<file path="src/rtl/core/cssp_pkg.sv">
// Shared types and constants for the CSS color string parser.
// No dependencies; used by every module of the block.
package cssp_pkg;

    localparam int unsigned NAME_COUNT = 4;
    localparam int unsigned NAME_SLOTS = 8;
    localparam int unsigned NIB_COUNT  = 6;

    localparam logic [7:0] HASH_CHAR  = 8'h23;
    localparam logic [7:0] OPAQUE     = 8'hFF;
    localparam logic [3:0] POS_SAT    = 4'd8;
    localparam logic [3:0] LAST_NIB   = 4'd6;
    localparam logic [3:0] SHORT_LEN  = 4'd4;
    localparam logic [3:0] LONG_LEN   = 4'd7;

    typedef enum logic [1:0] {
        SRC_FALLBACK  = 2'd0,
        SRC_SHORT_HEX = 2'd1,
        SRC_LONG_HEX  = 2'd2,
        SRC_NAMED     = 2'd3
    } source_t;

    // bit0 black, bit1 white, bit2 red, bit3 blue
    localparam logic [7:0] NAME_TEXT [NAME_COUNT][NAME_SLOTS] = '{
        '{8'h62, 8'h6C, 8'h61, 8'h63, 8'h6B, 8'h00, 8'h00, 8'h00},
        '{8'h77, 8'h68, 8'h69, 8'h74, 8'h65, 8'h00, 8'h00, 8'h00},
        '{8'h72, 8'h65, 8'h64, 8'h00, 8'h00, 8'h00, 8'h00, 8'h00},
        '{8'h62, 8'h6C, 8'h75, 8'h65, 8'h00, 8'h00, 8'h00, 8'h00}
    };
    localparam logic [3:0] NAME_LEN [NAME_COUNT] = '{4'd5, 4'd5, 4'd3, 4'd4};
    localparam logic [7:0] NAME_RGB [NAME_COUNT][3] = '{
        '{8'h00, 8'h00, 8'h00},
        '{8'hFF, 8'hFF, 8'hFF},
        '{8'hFF, 8'h00, 8'h00},
        '{8'h00, 8'h00, 8'hFF}
    };

    typedef struct packed {
        logic [7:0] char_byte;
        logic       last;
        logic [7:0] fallback_red;
        logic [7:0] fallback_green;
        logic [7:0] fallback_blue;
        logic [7:0] fallback_alpha;
    } item_t;

    typedef struct packed {
        logic [7:0] red;
        logic [7:0] green;
        logic [7:0] blue;
        logic [7:0] alpha;
        source_t    source;
    } result_t;

endpackage

</file>
<file path="src/rtl/core/cssp_in_stage.sv">
// Input register for the CSS color string parser.
// Depends on cssp_pkg for the item type.
module cssp_in_stage (
    input  logic           aclk,
    input  logic           aresetn,
    input  logic           s_valid,
    output logic           s_ready,
    input  cssp_pkg::item_t s_item,
    input  logic           advance,
    output logic           item_valid,
    output cssp_pkg::item_t item
);
    import cssp_pkg::*;

    logic  valid_reg;
    logic  valid_next;
    item_t item_reg;

    assign s_ready    = !valid_reg || advance;
    assign valid_next = s_ready ? s_valid : valid_reg;

    always_ff @(posedge aclk) begin
        if (!aresetn) begin
            valid_reg <= 1'b0;
        end else begin
            valid_reg <= valid_next;
        end
    end

    always_ff @(posedge aclk) begin
        if (s_ready && s_valid) begin
            item_reg <= s_item;
        end
    end

    assign item_valid = valid_reg;
    assign item       = item_reg;
endmodule

</file>
<file path="src/rtl/core/cssp_scan.sv">
// String tracking state and color decode for the CSS color string parser.
// Depends on cssp_pkg for tables, the item type and the result type.
module cssp_scan (
    input  logic             aclk,
    input  logic             aresetn,
    input  logic             advance,
    input  cssp_pkg::item_t   item,
    output cssp_pkg::result_t result
);
    import cssp_pkg::*;

    logic [3:0] pos_reg;
    logic [3:0] pos_next;
    logic       hex_ok_reg;
    logic       hex_ok_next;
    logic [3:0] name_match_reg;
    logic [3:0] name_match_next;
    logic [3:0] nib_reg  [NIB_COUNT];
    logic [3:0] nib_next [NIB_COUNT];
    logic [3:0] pos_dec;
    logic [3:0] len;
    logic [4:0] hv;
    logic       found;

    function automatic logic [4:0] hex_value(input logic [7:0] c);
        logic [4:0] v;
        v = 5'd0;
        if (c >= 8'h30 && c <= 8'h39) begin
            v = {1'b1, 4'(c - 8'h30)};
        end else if (c >= 8'h61 && c <= 8'h66) begin
            v = {1'b1, 4'(c - 8'h57)};
        end else if (c >= 8'h41 && c <= 8'h46) begin
            v = {1'b1, 4'(c - 8'h37)};
        end
        return v;
    endfunction

    assign pos_dec  = pos_reg - 4'd1;
    assign len      = pos_reg + 4'd1;
    assign pos_next = (pos_reg < POS_SAT) ? pos_reg + 4'd1 : pos_reg;
    assign hv       = hex_value(item.char_byte);

    always_comb begin
        nib_next    = nib_reg;
        hex_ok_next = hex_ok_reg;
        if (pos_reg == 4'd0) begin
            if (item.char_byte != HASH_CHAR) begin
                hex_ok_next = 1'b0;
            end
        end else if (pos_reg <= LAST_NIB) begin
            if (!hv[4]) begin
                hex_ok_next = 1'b0;
            end else begin
                nib_next[pos_dec[2:0]] = hv[3:0];
            end
        end else begin
            hex_ok_next = 1'b0;
        end
    end

    always_comb begin
        name_match_next = name_match_reg;
        for (int k = 0; k < NAME_COUNT; k++) begin
            if (pos_reg >= NAME_LEN[k] || NAME_TEXT[k][pos_reg[2:0]] != item.char_byte) begin
                name_match_next[k] = 1'b0;
            end
        end
    end

    always_comb begin
        result.red    = item.fallback_red;
        result.green  = item.fallback_green;
        result.blue   = item.fallback_blue;
        result.alpha  = item.fallback_alpha;
        result.source = SRC_FALLBACK;
        found         = 1'b0;
        if (hex_ok_next && len == SHORT_LEN) begin
            result.red    = {nib_next[0], nib_next[0]};
            result.green  = {nib_next[1], nib_next[1]};
            result.blue   = {nib_next[2], nib_next[2]};
            result.alpha  = OPAQUE;
            result.source = SRC_SHORT_HEX;
        end else if (hex_ok_next && len == LONG_LEN) begin
            result.red    = {nib_next[0], nib_next[1]};
            result.green  = {nib_next[2], nib_next[3]};
            result.blue   = {nib_next[4], nib_next[5]};
            result.alpha  = OPAQUE;
            result.source = SRC_LONG_HEX;
        end else begin
            for (int k = 0; k < NAME_COUNT; k++) begin
                if (!found && name_match_next[k] && len == NAME_LEN[k]) begin
                    found         = 1'b1;
                    result.red    = NAME_RGB[k][0];
                    result.green  = NAME_RGB[k][1];
                    result.blue   = NAME_RGB[k][2];
                    result.alpha  = OPAQUE;
                    result.source = SRC_NAMED;
                end
            end
        end
    end

    always_ff @(posedge aclk) begin
        if (!aresetn) begin
            pos_reg        <= 4'd0;
            hex_ok_reg     <= 1'b1;
            name_match_reg <= 4'hF;
        end else if (advance) begin
            if (item.last) begin
                pos_reg        <= 4'd0;
                hex_ok_reg     <= 1'b1;
                name_match_reg <= 4'hF;
            end else begin
                pos_reg        <= pos_next;
                hex_ok_reg     <= hex_ok_next;
                name_match_reg <= name_match_next;
            end
        end
    end

    always_ff @(posedge aclk) begin
        if (advance) begin
            nib_reg <= nib_next;
        end
    end
endmodule

</file>
<file path="src/rtl/core/cssp_out_stage.sv">
// Result register for the CSS color string parser.
// Depends on cssp_pkg for the result type.
module cssp_out_stage (
    input  logic             aclk,
    input  logic             aresetn,
    input  logic             load,
    input  cssp_pkg::result_t result,
    output logic             busy,
    output logic             m_valid,
    input  logic             m_ready,
    output cssp_pkg::result_t m_result
);
    import cssp_pkg::*;

    logic    valid_reg;
    logic    valid_next;
    result_t result_reg;

    assign busy       = valid_reg && !m_ready;
    assign valid_next = load || busy;

    always_ff @(posedge aclk) begin
        if (!aresetn) begin
            valid_reg <= 1'b0;
        end else begin
            valid_reg <= valid_next;
        end
    end

    always_ff @(posedge aclk) begin
        if (load) begin
            result_reg <= result;
        end
    end

    assign m_valid  = valid_reg;
    assign m_result = result_reg;
endmodule

</file>
<file path="src/rtl/core/css_color_string_parser_unit.sv">
// Top level of the CSS color string parser: input register, scan logic, result register.
// Depends on cssp_pkg, cssp_in_stage, cssp_scan and cssp_out_stage.
//
//   channel  | direction | handshake         | payload
//   s_       | in        | s_valid / s_ready | char_byte, last, fallback_red/green/blue/alpha
//   m_       | out       | m_valid / m_ready | red, green, blue, alpha, source
//
// One byte is taken per cycle unless a last byte is held back by a stalled result.
// A result passes from the input register through the scan logic into the result register.
// Reset is synchronous on aresetn low and clears the string state and both valid flags.
// A stalled result holds back the next last byte and the bytes behind it; earlier bytes keep flowing.
module css_color_string_parser_unit (
    input  logic       aclk,
    input  logic       aresetn,
    input  logic       s_valid,
    output logic       s_ready,
    input  logic [7:0] s_char_byte,
    input  logic       s_last,
    input  logic [7:0] s_fallback_red,
    input  logic [7:0] s_fallback_green,
    input  logic [7:0] s_fallback_blue,
    input  logic [7:0] s_fallback_alpha,
    output logic       m_valid,
    input  logic       m_ready,
    output logic [7:0] m_red,
    output logic [7:0] m_green,
    output logic [7:0] m_blue,
    output logic [7:0] m_alpha,
    output logic [1:0] m_source
);
    import cssp_pkg::*;

    item_t   s_item;
    item_t   item;
    logic    item_valid;
    logic    advance;
    logic    out_busy;
    result_t result;
    result_t m_result;

    assign s_item = '{
        char_byte:      s_char_byte,
        last:           s_last,
        fallback_red:   s_fallback_red,
        fallback_green: s_fallback_green,
        fallback_blue:  s_fallback_blue,
        fallback_alpha: s_fallback_alpha
    };

    assign advance = item_valid && (!item.last || !out_busy);

    cssp_in_stage u_in (
        .aclk       (aclk),
        .aresetn    (aresetn),
        .s_valid    (s_valid),
        .s_ready    (s_ready),
        .s_item     (s_item),
        .advance    (advance),
        .item_valid (item_valid),
        .item       (item)
    );

    cssp_scan u_scan (
        .aclk    (aclk),
        .aresetn (aresetn),
        .advance (advance),
        .item    (item),
        .result  (result)
    );

    cssp_out_stage u_out (
        .aclk     (aclk),
        .aresetn  (aresetn),
        .load     (advance && item.last),
        .result   (result),
        .busy     (out_busy),
        .m_valid  (m_valid),
        .m_ready  (m_ready),
        .m_result (m_result)
    );

    assign m_red    = m_result.red;
    assign m_green  = m_result.green;
    assign m_blue   = m_result.blue;
    assign m_alpha  = m_result.alpha;
    assign m_source = m_result.source;
endmodule

</file>
<file path="config.mk">
export PLATFORM = sky130hd
export DESIGN_NAME = css_color_string_parser_unit
export DESIGN_NICKNAME = d
export VERILOG_FILES = /design/src/rtl/core/cssp_pkg.sv /design/src/rtl/core/cssp_in_stage.sv /design/src/rtl/core/cssp_scan.sv /design/src/rtl/core/cssp_out_stage.sv /design/src/rtl/core/css_color_string_parser_unit.sv
export SDC_FILE = /design/constraint.sdc
export NUM_CORES = 1
export LEC_CHECK = 0
export ABC_AREA = 1
export BUFFER_PORTS_ARGS = -buffer_cell sky130_fd_sc_hd__buf_2
export CAP_MARGIN = 20
export CORE_AREA = 2 2 147 149
export CTS_CLUSTER_DIAMETER = 100
export DETAILED_ROUTE_END_ITERATION = 7
export DIE_AREA = 0 0 149 151
export SLEW_MARGIN = 40
export SYNTH_ARGS = -nofsm -noshare
export SYNTH_HDL_FRONTEND = slang
export SYNTH_SLANG_ARGS = --single-unit
</file>
<file path="constraint.sdc">
create_clock -name aclk -period 2.5 [get_ports aclk]
set_clock_uncertainty 0.05 [all_clocks]
set_input_delay 0.25 -clock aclk [delete_from_list [all_inputs] [get_ports aclk]]
set_output_delay 0.25 -clock aclk [all_outputs]
set_load 0.005 [all_outputs]
</file>
### Yosys cells after proc, flatten, opt, wreduce, memory -nomap -nowiden

Memories as Yosys holds them, arrays and structs flattened.
Cells that the tools add are included.

* flip-flop bits (word level): 110
* output and inout bits: 36
* memories: 4
* ROM bits: 256
* input bits: 45
* word-level logic and storage cells: 135

* equal/unequal tests: 9
* bitwise gates (word level): 2
* add/sub/neg operators: 5
* reduce and logical (&&, ||, !) cells: 35
* magnitude comparators: 14
* mux-type cells: 44

Memory list
* (no name shown): words 8, bits a word 8, rd ports 1, clocked after memory_dff 0, wr ports 0, RTL line cssp_scan.sv:64 `if (pos_reg >= NAME_LEN[k] || NAME_TEXT[k][pos_reg[2:0]] != item.char_byte) begin`
* (no name shown): words 8, bits a word 8, rd ports 1, clocked after memory_dff 0, wr ports 0, RTL line cssp_scan.sv:64
* (no name shown): words 8, bits a word 8, rd ports 1, clocked after memory_dff 0, wr ports 0, RTL line cssp_scan.sv:64
* (no name shown): words 8, bits a word 8, rd ports 1, clocked after memory_dff 0, wr ports 0, RTL line cssp_scan.sv:64

Operators by type and width (count)
* two-way mux 34 bit: 6
* two-way mux 24 bit: 3
* two-way mux 8 bit: 8
* != test 8 bit: 4
* bitwise mux 24 bit: 1
* two-way mux 1 bit: 18
* logical AND 1 bit: 17
* greater-or-equal comparator 8 x 7 -> 1 bit (second input constant): 2
* <= comparator 8 x 7 -> 1 bit (second input constant): 2
* two-way mux 4 bit: 4
* two-way mux 5 bit: 3
* demux 4 bit (select 3 bit): 1
* equality test 4 x 3 -> 1 bit (second input constant): 3
* greater-or-equal comparator 4 x 3 -> 1 bit (second input constant): 2
* greater-or-equal comparator 4 bit (second input constant): 2
* greater-or-equal comparator 8 x 6 -> 1 bit (second input constant): 1
* <= comparator 8 x 6 -> 1 bit (second input constant): 1
* != test 8 x 6 -> 1 bit (second input constant): 1
* inverter 3 -> 4 bit: 2
* subtractor 4 x 3 -> 4 bit (second input constant): 2
* zero test 1 bit: 7
* logical OR 1 bit: 7
* OR reduction 6 bit: 1
* adder 4 x 1 -> 4 bit (second input constant): 1
* other kinds (10): 10

### Depth between registers and ports, before layout

Gate-level depths: netlist (run 1).

* word-level depth: 29
* depth in mapped cells: 19
* mapped depth without buffers: 17

### Cells and area by module

From an unflattened synthesis (run 1), not the netlist that was laid out.

* cell total of the unflattened synthesis: 637
* area, all modules: 5715.5 um^2

Modules (own cells, without submodules)
* cssp_scan: instances 1, cells each 543, area an instance 3337.0 um^2, sequential area each 900.9 um^2
* cssp_in_stage: instances 1, cells each 48, area an instance 1282.5 um^2, sequential area each 1251.2 um^2
* cssp_out_stage: instances 1, cells each 41, area an instance 1071.0 um^2, sequential area each 1041.0 um^2
* css_color_string_parser_unit: instances 1, cells each 5, area an instance 25.0 um^2, sequential area each 0.0 um^2

### Worst setup path after synthesis (run 1)

Ideal clock, no wire load.

* path kind: register to register
* start point: register u_in.item_reg, in the netlist u_in.item[32]
* end point: register u_out.result_reg, in the netlist u_out.m_result[0], enable pin
* cell stages (with the launch flop): 6
* library setup time: 390 ps
* period minus slack after synthesis: 2456 ps
* data arrival time: 2016 ps
* path buffers: 0
* setup slack: 44 ps
* required time: 2060 ps
* cells stage by stage: edfxtp_1 > nand2_1 > nand2_1 > inv_1 > nand2_1 > inv_1

* longest elaborated chain between the ends: 4

Ends and longest elaborated chain
* from (decl): RTL line cssp_in_stage.sv:17 `item_t item_reg;`
* from (signal assigned): RTL line cssp_in_stage.sv:32 `item_reg <= s_item;`
* zero test 1 bit: RTL line css_color_string_parser_unit.sv:50 `assign advance = item_valid && (!item.last || !out_busy);`
* logical OR 1 bit: RTL line css_color_string_parser_unit.sv:50
* logical AND 1 bit: RTL line css_color_string_parser_unit.sv:50
* via advance: RTL line css_color_string_parser_unit.sv:36 `logic advance;`
* logical AND 1 bit: RTL line css_color_string_parser_unit.sv:74 `.load (advance && item.last),`
* via u_out.load: RTL line cssp_out_stage.sv:6 `input logic load,`
* to (signal assigned): RTL line cssp_out_stage.sv:32 `result_reg <= result;`
* to (decl): RTL line cssp_out_stage.sv:17 `result_t result_reg;`

The timed path passes the listed nets, and every way through them passes these cells.
A chain may end at the register's enable or synchronous reset.

==> Implementation_results.wiki, run 1 <==
{| class="wikitable"
! Metric !! Value
|-
| Outcome || finished, final reports clean
|-
| F_max || 413 MHz
|-
| Area enclosed by the die boundary || 22500 sq um
|-
| Ant. Diodes || 0
|-
| Clock-pin slew on the worst setup and hold paths || 0.08 ns
|-
| Power density relative to cell area || 516 nW/um^2
|-
| Setup repair after global routing missed its margin || true
|-
| Drt pass-1 iters || 7
|-
| Count of port buffers added during placement || 80
|-
| Portion of synthesized cell area occupied by the leading cell type || 50.1%
|-
| DR WL met2 || roughly 7000 um
|-
| Top post-synthesis cells by count || sky130_fd_sc_hd__nand2_1, sky130_fd_sc_hd__edfxtp_1, sky130_fd_sc_hd__inv_1, sky130_fd_sc_hd__nor2_1, sky130_fd_sc_hd__nand3_1
|-
| Number of levels the H-tree was split into || 3
|-
| Largest area contributor in the netlist || sky130_fd_sc_hd__edfxtp_1
|-
| CORE AREA || approximately 21000 sq um
|-
| Post-layout total power || 0.00397 W
|-
| Final max-slew violation count || 0
|-
| Largest register FFs || 41
|-
| Async set or reset register ratio after synthesis || 0%
|-
| Max-cap check violation count || 0
|-
| Core Rows || 53
|-
| Time the worst path needs with I/O delays and setup || 2.42 ns
|-
| Worst slew margin || 67.6%
|-
| Synth-to-layout area growth || 29.3%
|-
| Min-delay worst type || primary input to register
|-
| Total grt overflow || 0
|-
| Number of design rule violations left after detail routing || 0
|-
| Total number of yosys warnings || 0
|-
| Largest cells by area after synthesis || sky130_fd_sc_hd__edfxtp_1, sky130_fd_sc_hd__nand2_1, sky130_fd_sc_hd__dfxtp_1
|-
| Total wire length || 15300 um
|-
| Synthesized Nets || 717
|-
| Average vias per placed instance || roughly 4.5
|-
| Number of violations reported at the end of detailed-routing iteration 0 || 430
|-
| Slew @ Worst Pin || 0.485 ns
|-
| TritonCTS clock tree || built
|-
| Req. time, crit path || 2.55 ns
|-
| Num Clock Sinks || 110
|-
| Synthesized area per cell || 9.01 sq um
|-
| Via count of the first global-routing pass || 4502
|-
| Antenna violations before repair || 0
|-
| Reported leakage power || 3.53 nW
|-
| Primary FF master, synth || sky130_fd_sc_hd__edfxtp_1
|-
| Fraction of layout instances using a drive strength above 1 || 32.3%
|-
| Buffers & Inverters on Critical Path || 4
|-
| Cell area after technology mapping || 5940 sq um
|-
| Count of boundary I/O pins || 81
|-
| Syn Inst Count || 659
|-
| Most frequent cell after synthesis || sky130_fd_sc_hd__nand2_1
|-
| Die Wd || 149 um
|-
| Number of buffers between clock root and the deepest sink || 2
|-
| Crit path arrival time || 2.47 ns
|-
| Pin count of the biggest net entering global routing || 36
|-
| Crit Path Max Fanout || 6
|-
| Synthesized flop and latch total || 110
|-
| Met1 wire length || about 7100 um
|-
| Proportion of synthesized chip area in sequential cells || ~54%
|-
| Post-DP HPWL || 11400 um
|-
| Cell type group with the largest total delay on the critical path || simple AND/OR/NAND/NOR gates
|-
| Highest routing layer actually used || met4
|-
| Layout net count || 845
|-
| CTS buffer count || 9
|-
| Number of unique standard cell types used by synthesis || 38
|-
| Worst vdd ir || 0.432 mV
|-
| DR WL met3 || 905 um
|-
| Final setup TNS || 0 ns
|-
| Post-synth EDFFs || between 90 and 100
|-
| Fill cells || 2106
|-
| Place WS || -0.0332 ns
|-
| Count of final setup violators || 0
|-
| Final WS setup || around 0.076 ns
|-
| Global placer's final weighted congestion || 0.875
|-
| CP max stage cell || sky130_fd_sc_hd__dfxtp_4
|-
| Critical Setup Path Class || register to register
|-
| Clock Latency Late Sink || 0.36 ns
|-
| Portion of the clock cycle consumed by the worst path in the final layout || 96.9%
|-
| DR vias || 4789
|-
| Type of destination of the critical path || register
|-
| Overall die height || ~150 um
|-
| Number of hold-slack violations in the final timing report || 0
|-
| Antenna Nets Post-Route || 0
|-
| Most used cell, CP || sky130_fd_sc_hd__nand2_1
|-
| Wire length of the first global-routing pass || around 24000 um
|-
| Mean routed wirelength per cell || 14.3 um
|-
| GRT Overall Usage || 13.7%
|-
| Biggest cell delay along the critical path || 0.36 ns
|-
| Cell breakdown of the critical path || inv_4 -> ha_4 -> inv_1 -> buf_6 -> ha_4 -> xnor2_2 -> nand2_1 -> nor2_1 -> nand3_2 -> nor2_4 -> nand3_4 -> buf_6 -> nand3_4 -> nand2_2 -> nand2_1 -> nand2_1
|-
| Starting utilization of the core area || 28.5%
|-
| Crit path launch type || register
|-
| Cell at the root of the clock tree || sky130_fd_sc_hd__clkbuf_16
|}
## worst register-to-register path, delay by kind of cell (launching register included)
family	cells	cell delay, ns
simple gates	9	0.92
fa+ha+maj	2	0.28
flops	1	0.36
buf+inv	4	0.42
xor+xnor	1	0.14
## power by group
part	leakage, nW	switching [W]	internal [W]
Clock	0.137	0.000687	0.000691
Combinational	2.37	0.000276	0.000183
Sequential	1.03	0.0000362	0.00209
Total	3.53	0.000999	0.00297
## area by class of cell
| type | count | area, sq um | area share, % |
|---|---|---|---|
| clock buffer | 9 | 225 | 2.93 |
| clock inverter | 7 | 56.3 | 0.733 |
| inverter | 69 | 274 | 3.57 |
| multi-input combinational | 460 | 2580 | 33.6 |
| sequential | 110 | 3200 | 41.6 |
| tap | 275 | 344 | 4.48 |
| timing repair buffer | 137 | 1000 | 13.0 |
## stage by stage
stage,util [%],cell area (sq um),hold slack [ns],std cells
6_report,36.9,7680,0.0136,1067
5_1_grt,36.9,7680,0.00146,1067
4_1_cts,34.9,7270,0.00164,1058
3_5_place_dp,33.4,6950,0.378,1038
3_3_place_gp,33.4,6950,0.376,1038
2_1_floorplan,-,5940,0.299,659
## cell usage in the layout (no fill, tap or decap), types with 6 or more instances in the layout
cell and count:
sky130_fd_sc_hd__nand3_4 9, sky130_fd_sc_hd__nand3_1 34, sky130_fd_sc_hd__buf_2 80, sky130_fd_sc_hd__nand2_2 23, sky130_fd_sc_hd__dfxtp_1 9, sky130_fd_sc_hd__buf_4 36
sky130_fd_sc_hd__ha_1 6, sky130_fd_sc_hd__a21oi_1 9, sky130_fd_sc_hd__nand3_2 9, sky130_fd_sc_hd__edfxtp_1 99, sky130_fd_sc_hd__buf_12 8, sky130_fd_sc_hd__nor2_2 10
sky130_fd_sc_hd__nor2_4 7, sky130_fd_sc_hd__inv_2 11, sky130_fd_sc_hd__nand2_1 228, sky130_fd_sc_hd__nand4_1 18, sky130_fd_sc_hd__o21ai_1 12, sky130_fd_sc_hd__nor2_1 42
sky130_fd_sc_hd__buf_6 8, sky130_fd_sc_hd__clkbuf_16 11, sky130_fd_sc_hd__o21ai_0 12, sky130_fd_sc_hd__inv_1 52
## what timing repair did
| action | 4_1_cts | 5_1_grt |
|---|---|---|
| pin swaps | 3 | 26 |
| hold buffers | 3 | 0 |
| hold endpoints to repair | 3 | 0 |
| gates resized for setup | 3 | 78 |
| setup buffers | 1 | 7 |
| gates cloned | 0 | 2 |
| endpoints found under the setup margin | 11 | 34 |
## cells by family after synthesis
kind of cell,share of synthesized area [%]
compound gates,3.81
xor+xnor,0.590
fa+ha+maj,2.74
buf+inv,7.06
flops,53.8
simple gates,32.0
## final timing paths
path / startpoint / endpoint / slack [ns] / cells after the start
worst max-delay path: u_scan.pos_reg[0]$_SDFFE_PN0P_ / u_out.m_result[22]$_DFFE_PP_ / 0.08 / 16
worst max register to register: u_scan.pos_reg[0]$_SDFFE_PN0P_ / u_out.m_result[22]$_DFFE_PP_ / 0.08 / 16
worst min register to register: u_scan.name_match_reg[3]$_SDFFE_PN1P_ / u_scan.name_match_reg[3]$_SDFFE_PN1P_ / 0.42 / 2
worst min-delay path: s_fallback_green[7] / u_in.item[23]$_DFFE_PP_ / 0.01 / 1
## per-layer routing
metal / GRT usage (%) / vias up
li1: - / 2430
met2: 21.5 / 171
met4: 4.33 / 0
met5: 0 / -
met1: 18.7 / 2166
met3: 3.22 / 22
No activity file was read; power rests on OpenSTA's default activity.
==> inputs of run 2 (changes only) <==
==> constraint.sdc (replaced) <==
create_clock -name aclk -period 2.8 [get_ports aclk]
set_clock_uncertainty 0.05 [all_clocks]
set_input_delay 0.28 -clock aclk [delete_from_list [all_inputs] [get_ports aclk]]
set_output_delay 0.28 -clock aclk [all_outputs]
set_load 0.005 [all_outputs]
==> run 2 against run 1 <==
  * Clock-buffer cell count stayed put
  * Register-to-register slack better by 0.13 ns
  * Maximum frequency is 6.5% lower
  * Largest power group unchanged
==> Implementation_results.wiki, run 2 (synthesized netlist as in run 1, its figures left out) <==
{| class="wikitable"
! Metric !! Value
|-
| Count of final setup violators || 0 (unchanged)
|-
| Setup repair after global routing missed its margin || false
|-
| Largest register FFs || 41 (unchanged)
|-
| Pint || 0.00262 W (-12%)
|-
| Register-to-register path setup slack || 0.21 ns (+0.13 ns)
|-
| Sequential cell area || 3190 sq um (-0.12%)
|-
| Average vias per placed instance || 4.47 (-0.48%)
|-
| Most used cells in the layout excluding fill and tap cells || sky130_fd_sc_hd__nand2_1, sky130_fd_sc_hd__edfxtp_1, sky130_fd_sc_hd__buf_2, sky130_fd_sc_hd__inv_1, sky130_fd_sc_hd__nor2_1
|-
| Final setup TNS || 0 ns (unchanged)
|-
| Antenna violations before repair || 0 (unchanged)
|-
| Drt pass-1 iters || 5 (-2)
|-
| Global placer's final weighted congestion || 0.887 (+1.3%)
|-
| Antenna Nets Post-Route || 0 (unchanged)
|-
| Number of violations reported at the end of detailed-routing iteration 0 || 388 (-9.8%)
|-
| Type of destination of the critical path || register
|-
| Biggest cell delay along the critical path || 0.40 ns (+0.04 ns)
|-
| Number of hold-slack violations in the final timing report || 0 (unchanged)
|-
| Final WS setup || 0.208 ns (+0.131 ns)
|-
| Total wire length || 14700 um (-3.8%)
|-
| Synth-to-layout area growth || 18.4%
|-
| Die Wd || 149 um (unchanged)
|-
| Power density relative to cell area || 501 nW/um^2 (-3.1%)
|-
| Min-delay worst type || primary input to register
|-
| Clock-pin slew on the worst setup and hold paths || 0.08 ns (about the same)
|-
| Post-DP HPWL || 11100 um (-1.9%)
|-
| Wire length of the first global-routing pass || 23600 um (-1.2%)
|-
| Number of instances in the placed design || 1015 (-2.2%)
|-
| Fraction of layout instances using a drive strength above 1 || 24.0% (-8.3 points)
|-
| Max-cap check violation count || 0 (unchanged)
|-
| Clock power frac || 36.2% (+1.5 points)
|-
| Sequential group share of total power || 54.0% (+0.3 points)
|-
| Power dissipated by switching net loads || 0.000905 W (-9.4%)
|-
| Final cell count without fillers || 1033 (-3.2%)
|-
| Area enclosed by the die boundary || 22500 sq um (unchanged)
|-
| Ant. Diodes || 0 (unchanged)
|-
| Final max-slew violation count || 0 (unchanged)
|-
| Cell type group with the largest total delay on the critical path || simple AND/OR/NAND/NOR gates
|-
| Cell at the root of the clock tree || sky130_fd_sc_hd__clkbuf_16
|-
| Crit Path Max Fanout || 14 (+8)
|-
| Place WS || 0.121 ns (+0.154 ns)
|-
| Num Clock Sinks || 110 (unchanged)
|-
| Number of buffers between clock root and the deepest sink || 2 (unchanged)
|-
| DR vias || 4614 (-3.7%)
|-
| Most common cell after layout, fill and taps aside || sky130_fd_sc_hd__nand2_1
|-
| Total grt overflow || 0 (unchanged)
|-
| Area occupied by multi-input gates || 2330 sq um (-9.8%)
|-
| Portion of the clock cycle consumed by the worst path in the final layout || 92.6% (-4.4 points)
|-
| Count of port buffers added during placement || 80 (unchanged)
|-
| Critical Setup Path Class || register to register
|-
| Count of boundary I/O pins || 81 (unchanged)
|-
| Worst vdd ir || 0.282 mV (-35%)
|-
| Crit path launch type || register
|-
| Post-CTS Hold Fix Bufs || 0 (-3)
|-
| Worst slew margin || 67.4% (-0.21 points)
|-
| CP max stage cell || sky130_fd_sc_hd__dfxtp_1
|-
| Buffers & Inverters on Critical Path || 4 (unchanged)
|-
| Number of levels the H-tree was split into || 3 (unchanged)
|-
| CTS buffer count || 9 (unchanged)
|-
| GRT Overall Usage || 13.5% (-0.19 points)
|-
| Cell breakdown of the critical path || inv_2 -> ha_1 -> inv_1 -> ha_1 -> nor2_1 -> nor2_1 -> nand3_1 -> inv_1 -> nand4_4 -> buf_4 -> nand2_1 -> nand2_1 -> nand3_2 -> nand2_1 -> nand2_1 -> nand2_1
|-
| Starting utilization of the core area || 28.5% (unchanged)
|-
| Req. time, crit path || 2.87 ns (+0.32 ns)
|-
| F_max || 386 MHz (-6.5%)
|-
| Overall die height || 151 um (unchanged)
|-
| Crit path arrival time || 2.66 ns (+0.19 ns)
|-
| TritonCTS clock tree || built
|-
| Combinational fraction of design power || 9.8% (-1.8 points)
|-
| Pin count of the biggest net entering global routing || 33 (-8.3%)
|-
| Slew @ Worst Pin || 0.488 ns (+0.00318 ns)
|-
| Fill cells || 2169 (+3.0%)
|-
| Layout net count || 811 (-4.0%)
|-
| Outcome || finished, final reports clean
|-
| Via count of the first global-routing pass || 4423 (-1.8%)
|-
| Post-layout total power || 0.00352 W (-11%)
|-
| CORE AREA || 20800 sq um (unchanged)
|-
| Number of design rule violations left after detail routing || 0 (unchanged)
|-
| Most used cell, CP || sky130_fd_sc_hd__nand2_1
|-
| Reported leakage power || 3.32 nW (-6.0%)
|-
| Time the worst path needs with I/O delays and setup || 2.59 ns (+0.169 ns)
|-
| Switching power as a share of total power || 25.7% (+0.50 points)
|-
| Mean routed wirelength per cell || 14.2 um (-0.67%)
|-
| Clock Latency Late Sink || 0.36 ns (about the same)
|-
| Core Rows || 53 (unchanged)
|}
==> run 2: path summary, 6_finish.rpt <==
path | startpoint | to | cells past startpoint
worst max register to register | u_scan.pos_reg[0]$_SDFFE_PN0P_ | u_out.m_result[26]$_DFFE_PP_ | 16
worst min-delay path | s_fallback_red[5] | u_in.item[29]$_DFFE_PP_ | 1
worst max-delay path | u_scan.pos_reg[0]$_SDFFE_PN0P_ | u_out.m_result[26]$_DFFE_PP_ | 16
worst min register to register | u_scan.name_match_reg[0]$_SDFFE_PN1P_ | u_scan.name_match_reg[0]$_SDFFE_PN1P_ | 2
==> run 2: per-stage QoR <==
stage	utilization (%)	hold WS [ns]	area, sq um
floorplan	-	0.329	5940
global placement	32.2	0.394	6710
detailed placement	32.2	0.407	6710
CTS	33.6	0.0268	7010
global route	33.8	0.0273	7030
finish	33.8	0.0402	7030
==> run 2: area by class of cell <==
cell class                 count  share of cell area (%)
clock buffer                   9                    3.20
clock inverter                 7                   0.961
inverter                      69                    3.77
multi-input combinational    460                    33.1
sequential                   110                    45.4
tap                          275                    4.89
timing repair buffer         103                    8.68
==> run 2: worst register-to-register path: cells and delay by family, from the launching register on <==
family                   cells  cell delay, ns
buffers and inverters        4            0.56
AND/OR/NAND/NOR             10            0.92
adder cells (fa/ha/maj)      2            0.43
flip-flops                   1            0.40
==> run 2: per-layer routing <==
layer | GRT usage (%) | wire, um
met5 | 0 | 0
met4 | 4.33 | 257
met3 | 2.23 | 735
met2 | 21.2 | 6530
met1 | 19.0 | 7170
==> run 2: power by group through the flow <==
stage	logic [W]	registers, W	clock network (W)
floorplan	0.000216	0.00193	0
global placement	0.000343	0.00194	0
CTS	0.000346	0.00190	0.00131
finish	0.000346	0.00190	0.00127
detailed placement	0.000345	0.00194	0
global route	0.000392	0.00191	0.00137
==> run 2: what timing repair did <==
action,in CTS,in global routing
gates resized for setup,0,1
setup endpoints to repair,0,21
buffers inserted,0,2
